File: config.mk
export PLATFORM = sky130hd
export DESIGN_NAME = led_matrix_row_scanner_unit
export DESIGN_NICKNAME = d
export VERILOG_FILES = /design/src/hdl/lmrs_pkg.sv /design/src/hdl/led_matrix_row_scanner_unit.sv
export VERILOG_INCLUDE_DIRS = /design/src /design/src/hdl
export SDC_FILE = /design/constraint.sdc
export NUM_CORES = 1
export LEC_CHECK = 0
export BUFFER_PORTS_ARGS = -buffer_cell sky130_fd_sc_hd__buf_2
export CAP_MARGIN = 20
export CORE_MARGIN = 1.5
export CORE_UTILIZATION = 25
export CTS_CLUSTER_SIZE = 12
export DETAILED_ROUTE_END_ITERATION = 8
export PLACE_DENSITY_LB_ADDON = 0.05
export SLEW_MARGIN = 20
export SYNTH_ARGS = -nofsm -noshare
export SYNTH_HDL_FRONTEND = slang
export SYNTH_SLANG_ARGS = --single-unit
File: constraint.sdc
create_clock -name clk -period 4.24 [get_ports clk]
set_clock_uncertainty 0.15 [all_clocks]
set_input_delay 0.848 -clock clk [delete_from_list [all_inputs] [get_ports clk]]
set_output_delay 0.848 -clock clk [all_outputs]
set_load 0.1 [all_outputs]
File: src/hdl/led_matrix_row_scanner_unit_assert.svh
// Assertion macros for the LED matrix row scanner.
// Included by the top level; no other dependencies.
`ifndef LED_MATRIX_ROW_SCANNER_UNIT_ASSERT_SVH
`define LED_MATRIX_ROW_SCANNER_UNIT_ASSERT_SVH

`ifndef SYNTH
`define LMRS_ASSERT_SAME(label, clk, rst_n, cond, prop) \
    label: assert property (@(posedge clk) disable iff (!rst_n) (cond) |-> (prop)) \
        else $error("%m: assertion failed");
`define LMRS_ASSERT_NEXT(label, clk, rst_n, cond, prop) \
    label: assert property (@(posedge clk) disable iff (!rst_n) (cond) |=> (prop)) \
        else $error("%m: assertion failed");
`else
`define LMRS_ASSERT_SAME(label, clk, rst_n, cond, prop)
`define LMRS_ASSERT_NEXT(label, clk, rst_n, cond, prop)
`endif

`endif

File: src/hdl/lmrs_pkg.sv
// Package for the LED matrix row scanner: command codes, state type and
// the fixed key/LED to row/column tables. No dependencies.
`timescale 1ns / 1ps

package lmrs_pkg;

    localparam int KEY_COUNT    = 18;
    localparam int LEDS_PER_KEY = 3;
    localparam int MAP_ROW_W    = 2;
    localparam int MAP_COL_W    = 4;
    localparam int DIVIDER_W    = 8;
    localparam logic [DIVIDER_W-1:0] DIVIDER_RESET = 8'd2;

    localparam logic [1:0] CMD_TICK   = 2'd0;
    localparam logic [1:0] CMD_SET    = 2'd1;
    localparam logic [1:0] CMD_CLEAR  = 2'd2;
    localparam logic [1:0] CMD_COMMIT = 2'd3;

    typedef enum logic [3:0] {
        S_IDLE = 4'b0001,
        S_LED  = 4'b0010,
        S_COPY = 4'b0100,
        S_SCAN = 4'b1000
    } state_t;

    typedef struct packed {
        logic                 ok;
        logic [MAP_ROW_W-1:0] row;
        logic [MAP_COL_W-1:0] col;
    } led_map_t;

    localparam logic [MAP_ROW_W-1:0] KEY_ROW_MAP [KEY_COUNT][LEDS_PER_KEY] = '{
        '{2'd2, 2'd1, 2'd3}, '{2'd1, 2'd1, 2'd1}, '{2'd2, 2'd2, 2'd2},
        '{2'd0, 2'd0, 2'd0}, '{2'd0, 2'd0, 2'd0}, '{2'd3, 2'd3, 2'd3},
        '{2'd2, 2'd2, 2'd2}, '{2'd0, 2'd0, 2'd0}, '{2'd0, 2'd0, 2'd0},
        '{2'd3, 2'd3, 2'd3}, '{2'd2, 2'd2, 2'd2}, '{2'd1, 2'd1, 2'd1},
        '{2'd3, 2'd3, 2'd3}, '{2'd3, 2'd3, 2'd3}, '{2'd1, 2'd1, 2'd1},
        '{2'd0, 2'd0, 2'd0}, '{2'd2, 2'd2, 2'd2}, '{2'd1, 2'd1, 2'd1}
    };

    localparam logic [MAP_COL_W-1:0] KEY_COL_MAP [KEY_COUNT][LEDS_PER_KEY] = '{
        '{4'd4,  4'd4, 4'd4},  '{4'd5,  4'd0, 4'd6},  '{4'd5,  4'd0, 4'd6},
        '{4'd13, 4'd4, 4'd14}, '{4'd5,  4'd0, 4'd6},  '{4'd5,  4'd0, 4'd6},
        '{4'd11, 4'd3, 4'd12}, '{4'd11, 4'd3, 4'd12}, '{4'd7,  4'd1, 4'd8},
        '{4'd7,  4'd1, 4'd8},  '{4'd7,  4'd1, 4'd8},  '{4'd7,  4'd1, 4'd8},
        '{4'd11, 4'd3, 4'd12}, '{4'd9,  4'd2, 4'd10}, '{4'd9,  4'd2, 4'd10},
        '{4'd9,  4'd2, 4'd10}, '{4'd9,  4'd2, 4'd10}, '{4'd11, 4'd3, 4'd12}
    };

    // Keys of 18 and above and LED number 3 map to nothing.
    function automatic led_map_t led_map(input logic [4:0] key, input logic [1:0] led);
        led_map_t m;
        begin
            m = '0;
            if (key < 5'(KEY_COUNT) && led < 2'(LEDS_PER_KEY))
            begin
                m.ok  = 1'b1;
                m.row = KEY_ROW_MAP[key][led];
                m.col = KEY_COL_MAP[key][led];
            end
            return m;
        end
    endfunction

endpackage

File: src/hdl/led_matrix_row_scanner_unit.sv
// LED matrix row scanner top level: working and shown row memories,
// prescaler and command sequencer. Depends on lmrs_pkg and the assertion header.
`timescale 1ns / 1ps
`include "led_matrix_row_scanner_unit_assert.svh"

// Usage:
// A request is taken at a rising edge where start is high and busy is low.
// command selects tick, set LED, clear LED or commit; key_index and led_index
// name the LED for set and clear, and unmapped pairs are ignored.
// Set and clear do a read-modify-write of one working row.
// Commit copies the working memory into the shown memory one row per cycle
// through the single read port.
// A tick that does not reach divider_reg leaves busy low. A refreshing tick
// reads one shown row; the result appears on active_row, direct_columns and
// shift_columns with result_valid high for exactly one cycle, the cycle after
// the request, and busy is high in that cycle. The receiver cannot stall.
// divider_reg is to be written over cfg_valid/cfg_ready/cfg_data only while idle;
// the block does not enforce this. cfg_ready is always high.
// Reset clears the prescaler, the row pointer and the per-row valid bits, so
// both buffers read as zero at once; there is no clearing pass.
module led_matrix_row_scanner_unit #(
    parameter int ROW_COUNT      = 6,
    parameter int COLUMN_COUNT   = 21,
    parameter int DIRECT_COLUMNS = 5
) (
    input  logic                           clk,
    input  logic                           rst_n,
    input  logic                           start,
    output logic                           busy,
    input  logic [1:0]                     command,
    input  logic [4:0]                     key_index,
    input  logic [1:0]                     led_index,
    input  logic                           cfg_valid,
    output logic                           cfg_ready,
    input  logic [lmrs_pkg::DIVIDER_W-1:0] cfg_data,
    output logic                           result_valid,
    output logic [2:0]                     active_row,
    output logic [4:0]                     direct_columns,
    output logic [15:0]                    shift_columns
);
    import lmrs_pkg::*;

    localparam int ROW_W = $clog2(ROW_COUNT);
    localparam logic [ROW_W-1:0] LAST_ROW = ROW_W'(ROW_COUNT - 1);

    state_t                state_reg, state_next;
    logic [DIVIDER_W-1:0]  divider_reg;
    logic [DIVIDER_W-1:0]  tick_count_reg, tick_count_next;
    logic [ROW_W-1:0]      scan_row_reg, scan_row_next;
    logic [ROW_W-1:0]      out_row_reg, out_row_next;
    logic [ROW_W-1:0]      copy_idx_reg, copy_idx_next;
    logic [ROW_W-1:0]      led_row_reg, led_row_next;
    logic [MAP_COL_W-1:0]  led_col_reg, led_col_next;
    logic                  led_on_reg, led_on_next;

    // Row memories; the valid bits make never-written rows read as zero.
    logic [COLUMN_COUNT-1:0] work_mem  [ROW_COUNT];
    logic [COLUMN_COUNT-1:0] shown_mem [ROW_COUNT];
    logic [ROW_COUNT-1:0]    work_valid_reg, shown_valid_reg;
    logic [COLUMN_COUNT-1:0] work_rd_reg, shown_rd_reg;
    logic                    work_rd_ok_reg, shown_rd_ok_reg;

    logic                    work_re, shown_re, work_we, shown_we;
    logic [ROW_W-1:0]        work_raddr, shown_raddr, work_waddr, shown_waddr;
    logic [COLUMN_COUNT-1:0] work_wdata, work_data, shown_data, col_mask;

    led_map_t                map;
    logic                    map_ok;
    logic                    accept;
    logic [DIVIDER_W-1:0]    tick_inc;
    logic [63:0]             row_ext;
    logic [ROW_W+2:0]        row_out_ext;

    assign accept    = start && !busy;
    assign busy      = (state_reg != S_IDLE);
    assign cfg_ready = 1'b1;

    assign map    = led_map(key_index, led_index);
    assign map_ok = map.ok && (32'(map.row) < ROW_COUNT) && (32'(map.col) < COLUMN_COUNT);

    assign tick_inc   = tick_count_reg + 1'b1;
    assign work_data  = work_rd_ok_reg ? work_rd_reg : '0;
    assign shown_data = shown_rd_ok_reg ? shown_rd_reg : '0;

    always_comb
    begin
        for (int i = 0; i < COLUMN_COUNT; i++)
        begin
            col_mask[i] = (32'(led_col_reg) == i);
        end
    end

    assign work_wdata = led_on_reg ? (work_data | col_mask) : (work_data & ~col_mask);

    always_comb
    begin
        state_next      = state_reg;
        tick_count_next = tick_count_reg;
        scan_row_next   = scan_row_reg;
        out_row_next    = out_row_reg;
        copy_idx_next   = copy_idx_reg;
        led_row_next    = led_row_reg;
        led_col_next    = led_col_reg;
        led_on_next     = led_on_reg;
        work_re         = 1'b0;
        work_raddr      = '0;
        shown_re        = 1'b0;
        shown_raddr     = scan_row_reg;
        work_we         = 1'b0;
        work_waddr      = led_row_reg;
        shown_we        = 1'b0;
        shown_waddr     = copy_idx_reg;

        case (state_reg)
            S_IDLE:
            begin
                if (accept)
                begin
                    case (command)
                        CMD_SET, CMD_CLEAR:
                        begin
                            if (map_ok)
                            begin
                                led_row_next = ROW_W'(map.row);
                                led_col_next = map.col;
                                led_on_next  = (command == CMD_SET);
                                work_re      = 1'b1;
                                work_raddr   = ROW_W'(map.row);
                                state_next   = S_LED;
                            end
                        end
                        CMD_COMMIT:
                        begin
                            copy_idx_next = '0;
                            work_re       = 1'b1;
                            work_raddr    = '0;
                            state_next    = S_COPY;
                        end
                        default:
                        begin
                            if (tick_inc < divider_reg)
                            begin
                                tick_count_next = tick_inc;
                            end
                            else
                            begin
                                tick_count_next = '0;
                                out_row_next    = scan_row_reg;
                                shown_re        = 1'b1;
                                shown_raddr     = scan_row_reg;
                                scan_row_next   = (scan_row_reg == LAST_ROW) ? '0
                                                : ROW_W'(scan_row_reg + 1'b1);
                                state_next      = S_SCAN;
                            end
                        end
                    endcase
                end
            end
            S_LED:
            begin
                work_we    = 1'b1;
                state_next = S_IDLE;
            end
            S_COPY:
            begin
                shown_we = 1'b1;
                if (copy_idx_reg == LAST_ROW)
                begin
                    state_next = S_IDLE;
                end
                else
                begin
                    copy_idx_next = ROW_W'(copy_idx_reg + 1'b1);
                    work_re       = 1'b1;
                    work_raddr    = ROW_W'(copy_idx_reg + 1'b1);
                end
            end
            S_SCAN:
            begin
                state_next = S_IDLE;
            end
            default:
            begin
                state_next = S_IDLE;
            end
        endcase
    end

    always_ff @(posedge clk or negedge rst_n)
    begin
        if (!rst_n)
        begin
            state_reg       <= S_IDLE;
            divider_reg     <= DIVIDER_RESET;
            tick_count_reg  <= '0;
            scan_row_reg    <= '0;
            copy_idx_reg    <= '0;
            work_valid_reg  <= '0;
            shown_valid_reg <= '0;
            work_rd_ok_reg  <= 1'b0;
            shown_rd_ok_reg <= 1'b0;
        end
        else
        begin
            state_reg      <= state_next;
            tick_count_reg <= tick_count_next;
            scan_row_reg   <= scan_row_next;
            copy_idx_reg   <= copy_idx_next;
            if (cfg_valid && cfg_ready)
            begin
                divider_reg <= cfg_data;
            end
            if (work_we)
            begin
                work_valid_reg[work_waddr] <= 1'b1;
            end
            if (shown_we)
            begin
                shown_valid_reg[shown_waddr] <= work_rd_ok_reg;
            end
            if (work_re)
            begin
                work_rd_ok_reg <= work_valid_reg[work_raddr];
            end
            if (shown_re)
            begin
                shown_rd_ok_reg <= shown_valid_reg[shown_raddr];
            end
        end
    end

    always_ff @(posedge clk)
    begin
        out_row_reg <= out_row_next;
        led_row_reg <= led_row_next;
        led_col_reg <= led_col_next;
        led_on_reg  <= led_on_next;
    end

    // Synchronous memories with a registered read.
    always_ff @(posedge clk)
    begin
        if (work_we)
        begin
            work_mem[work_waddr] <= work_wdata;
        end
        if (work_re)
        begin
            work_rd_reg <= work_mem[work_raddr];
        end
    end

    always_ff @(posedge clk)
    begin
        if (shown_we)
        begin
            shown_mem[shown_waddr] <= work_data;
        end
        if (shown_re)
        begin
            shown_rd_reg <= shown_mem[shown_raddr];
        end
    end

    assign row_ext      = 64'(shown_data);
    assign row_out_ext  = (ROW_W + 3)'(out_row_reg);
    assign result_valid = (state_reg == S_SCAN);
    assign active_row   = row_out_ext[2:0];
    assign shift_columns = 16'(row_ext >> DIRECT_COLUMNS);

    always_comb
    begin
        for (int i = 0; i < 5; i++)
        begin
            direct_columns[i] = (i < DIRECT_COLUMNS) ? row_ext[i] : 1'b0;
        end
    end

    `LMRS_ASSERT_NEXT(a_single_strobe, clk, rst_n, result_valid, !result_valid)
    `LMRS_ASSERT_NEXT(a_no_result_non_tick, clk, rst_n, accept && (command != CMD_TICK), !result_valid)
    `LMRS_ASSERT_NEXT(a_copy_ends, clk, rst_n, (state_reg == S_COPY) && (copy_idx_reg == LAST_ROW), state_reg == S_IDLE)
    `LMRS_ASSERT_SAME(a_refresh_row_range, clk, rst_n, result_valid, 32'(out_row_reg) < ROW_COUNT)

endmodule
==> results.toml <==
[route]
wl_mm = 29.46
vias = 6685
drt_first_pass_iters = 4
drt_iter0_markers = 302
wire_per_inst_um = 18.78
viasPerCell = 4.261
drtAntennaViolNets = 0
remaining_drc_errors = 0

[power]
power_switching_share = 0.2635
combPwrFrac = 0.145
p_clk_frac = 0.386
p_switching_mw = 2.034
finalPower_mw = 7.719
p_leak_nw = 5.517
peakVddDrop_mv = 0.2156
seqPwrFrac = 0.469
powerDensity_nw_per_um2 = 518.5
p_int_mw = 5.685

[yosys]
synth_flop_cell = "edfxtp_1"
synth-async-reset-ratio = 0.1267
yosysSeqAreaShare = 0.6977
synth_area_leaders = "edfxtp_1 (62%), dfrtp_1 (7.1%), mux2i_1 (6.7%), mux4_2 (3.9%), and2_1 (2.1%)"
synth_edf_count = 262
ys_ff_latch = 300
syn_nets = 844
yosys_warnings = 0
syn-cell-area_sq_um = 12640
synth_cells = 804
yosysTopAreaCell = "edfxtp_1"
synth_top_area_frac = 0.6223
synth_cell_type_count = 61
syn-mean-instance-area_sq_um = 15.73

[finish]
largestRegisters = "shown_mem x126, work_mem x84"
instances_no_fill = 1569
area_growth_pct = 17.74
final_util = 0.2973
nets = 910
layout.area.seq_sq_um = 8823
final_area_sq_um = 14890
multi_input_area_sq_um = 3626
fillCellCount = 5021
layout-drive-gt1-share = 0.2029
antennaDiodeCount = 0
largest_register_ffs = 126
largest_register = "shown_mem"

[clock_network]
clk_latency_ps = 540
clk_pin_slew_ps = 50
root_buffer = "clkbuf_16"
cts_hold_buf = 0
cts.sinks = 300
clockBufferDepth = 3
cts_buffers = 37
ctsResizeCount = 0
cts_max_level = 2
post-cts-setup-buffers = 0
cts_tree = "yes"

[worst_setup_path]
crit_fanout = 9
worstPathArrival_ps = 3360
cp-start-kind = "flip-flop"
setup.worst_path.start = "tick_count_reg[0]"
cp_data_required_time_ps = 4510
r2r-start = "tick_count_reg[0]"
critPathKind = "reg2reg"
worstSetupEndpointType = "flip-flop"

[place]
place.gp.congestion = 0.7134
post-place-ws_ps = 768.0
port_buffers = 46
placed_cell_area_sq_um = 13750
dp_hpwl_mm = 17.31
dp.cells = 1503

[timing]
slew_violations = 0
rsz0062_at_grt = "false"
max_freq_ghz = 0.3236
tightest_slew_ps = 1063
setup_ws_ps = 1150
holdWs_ps = 296.1
period_needed_ps = 3090
max-slew-margin-rel = 0.2911
period_share = 0.7288
hold_violations = 0
setup_tns_ps = 0
setup_viol = 0

[outcome]
outcome = "completed"

[global_routing]
grtUsageTotal = 0.1148
antenna_found_initial = 0
grt_overflow_total = 0
grt_pass1_vias = 7056
grt_max_degree = 44
grt_pass1_wl_mm = 44.40

[die]
die_width_um = 227.9
coreArea_sq_um = 50070
fp.dieH_um = 227.9
num_rows = 82
num_io_pins = 48
initial_core_util = 0.2525
die_area_sq_um = 51930

[hold_path]
hp-class = "in2async"

[job]
drv_cap = 0
==> cells in the mapped netlist, drive strengths merged, types with 4 or more instances <==
library cell / count
edfxtp: 262
mux2i: 85
nor2: 48
nand2: 45
and2: 43
a21oi: 36
dfrtp: 36
mux2: 27
inv: 25
mux4: 22
o21ai: 22
ha: 19
clkbuf: 18
buf: 17
nor3: 13
nand2b: 9
nand3: 8
a31oi: 5
and3: 5
nor4b: 5
or2: 5
xor2: 5
o31ai: 4
==> cell usage in the layout (no fill, tap or decap), drive strengths merged, types with 3 or more instances in the layout <==
| cell | Yosys | final |
|---|---|---|
| nand2 | 45 | 45 |
| xor2 | 5 | 5 |
| edfxtp | 262 | 262 |
| clkbuf | 18 | 56 |
| clkinv | 1 | 8 |
| nand3 | 8 | 8 |
| nor4 | 3 | 3 |
| and2 | 43 | 43 |
| o31ai | 4 | 4 |
| dfrtp | 36 | 36 |
| or2 | 5 | 5 |
| o22ai | 3 | 3 |
| mux2i | 85 | 85 |
| ha | 19 | 19 |
| buf | 17 | 62 |
| and3 | 5 | 5 |
| nor4b | 5 | 5 |
| nor2b | 3 | 3 |
| nand2b | 9 | 9 |
| mux2 | 27 | 27 |
| a21o | 3 | 3 |
| nor2 | 48 | 48 |
| inv | 25 | 26 |
| a31oi | 5 | 5 |
| nor3 | 13 | 13 |
| o21ai | 22 | 22 |
| a21oi | 36 | 36 |
| mux4 | 22 | 22 |
==> worst paths after layout <==
kind,endpoint,slack (ps),depth (start not counted)
min in group clk,work_valid_reg[2],330,2
hold / removal,state_reg[3],300,1
setup / recovery,shown_rd_ok_reg,1150,11
setup reg to reg,shown_rd_ok_reg,1150,11
max in group asynchronous,scan_row_reg[0],3010,1
hold reg to reg,work_valid_reg[2],330,2
==> power groups by stage <==
stage | combinational (mW) | sequential (mW) | clock [mW]
global route | 1.25 | 3.65 | 3.18
floorplan | 0.904 | 3.55 | 0
finish | 1.12 | 3.62 | 2.98
global placement | 1.13 | 3.68 | 0
CTS | 1.15 | 3.63 | 3.09
detailed placement | 1.15 | 3.69 | 0
==> metal layers <==
| metal | track usage | vias up | part of all wire |
|---|---|---|---|
| li1 | - | 3167 | - |
| met1 | 0.1433 | 3372 | 0.45 |
| met2 | 0.1968 | 104 | 0.49 |
| met3 | 0.02300 | 42 | 0.039 |
| met4 | 0.04118 | 0 | 0.022 |
| met5 | 0 | - | 0 |
==> critical path, cell delays in order (launching register included) <==
cell and delay (ps):
dfrtp_1 430, ha_1 280, nand3_1 140, nor2_1 150, xor2_1 240, ha_1 180, nand4_1 70, a21oi_1 180
o31ai_2 80, buf_4 170, a21oi_1 510, mux2_1 380
==> cell type report <==
| type | count | area share |
|---|---|---|
| repair buffers | 62 | 0.02437 |
| flip-flops and latches | 300 | 0.5927 |
| well taps | 672 | 0.05648 |
| multi-input cells | 443 | 0.2436 |
| clock inverters | 10 | 0.005127 |
| inverters | 26 | 0.006556 |
| clock buffers | 56 | 0.07119 |
==> cells by family after synthesis <==
logic type | Yosys count | synth area share
AO/OA/AOI/OAI | 87 | 0.04394
XOR/XNOR | 7 | 0.004849
adder cells (fa/ha/maj) | 19 | 0.01880
buffers and inverters | 61 | 0.02246
flip-flops | 300 | 0.6977
multiplexers | 134 | 0.1305
other | 1 | 0.0002966
AND/OR/NAND/NOR | 195 | 0.08144
(Power assumes the default switching activity.)
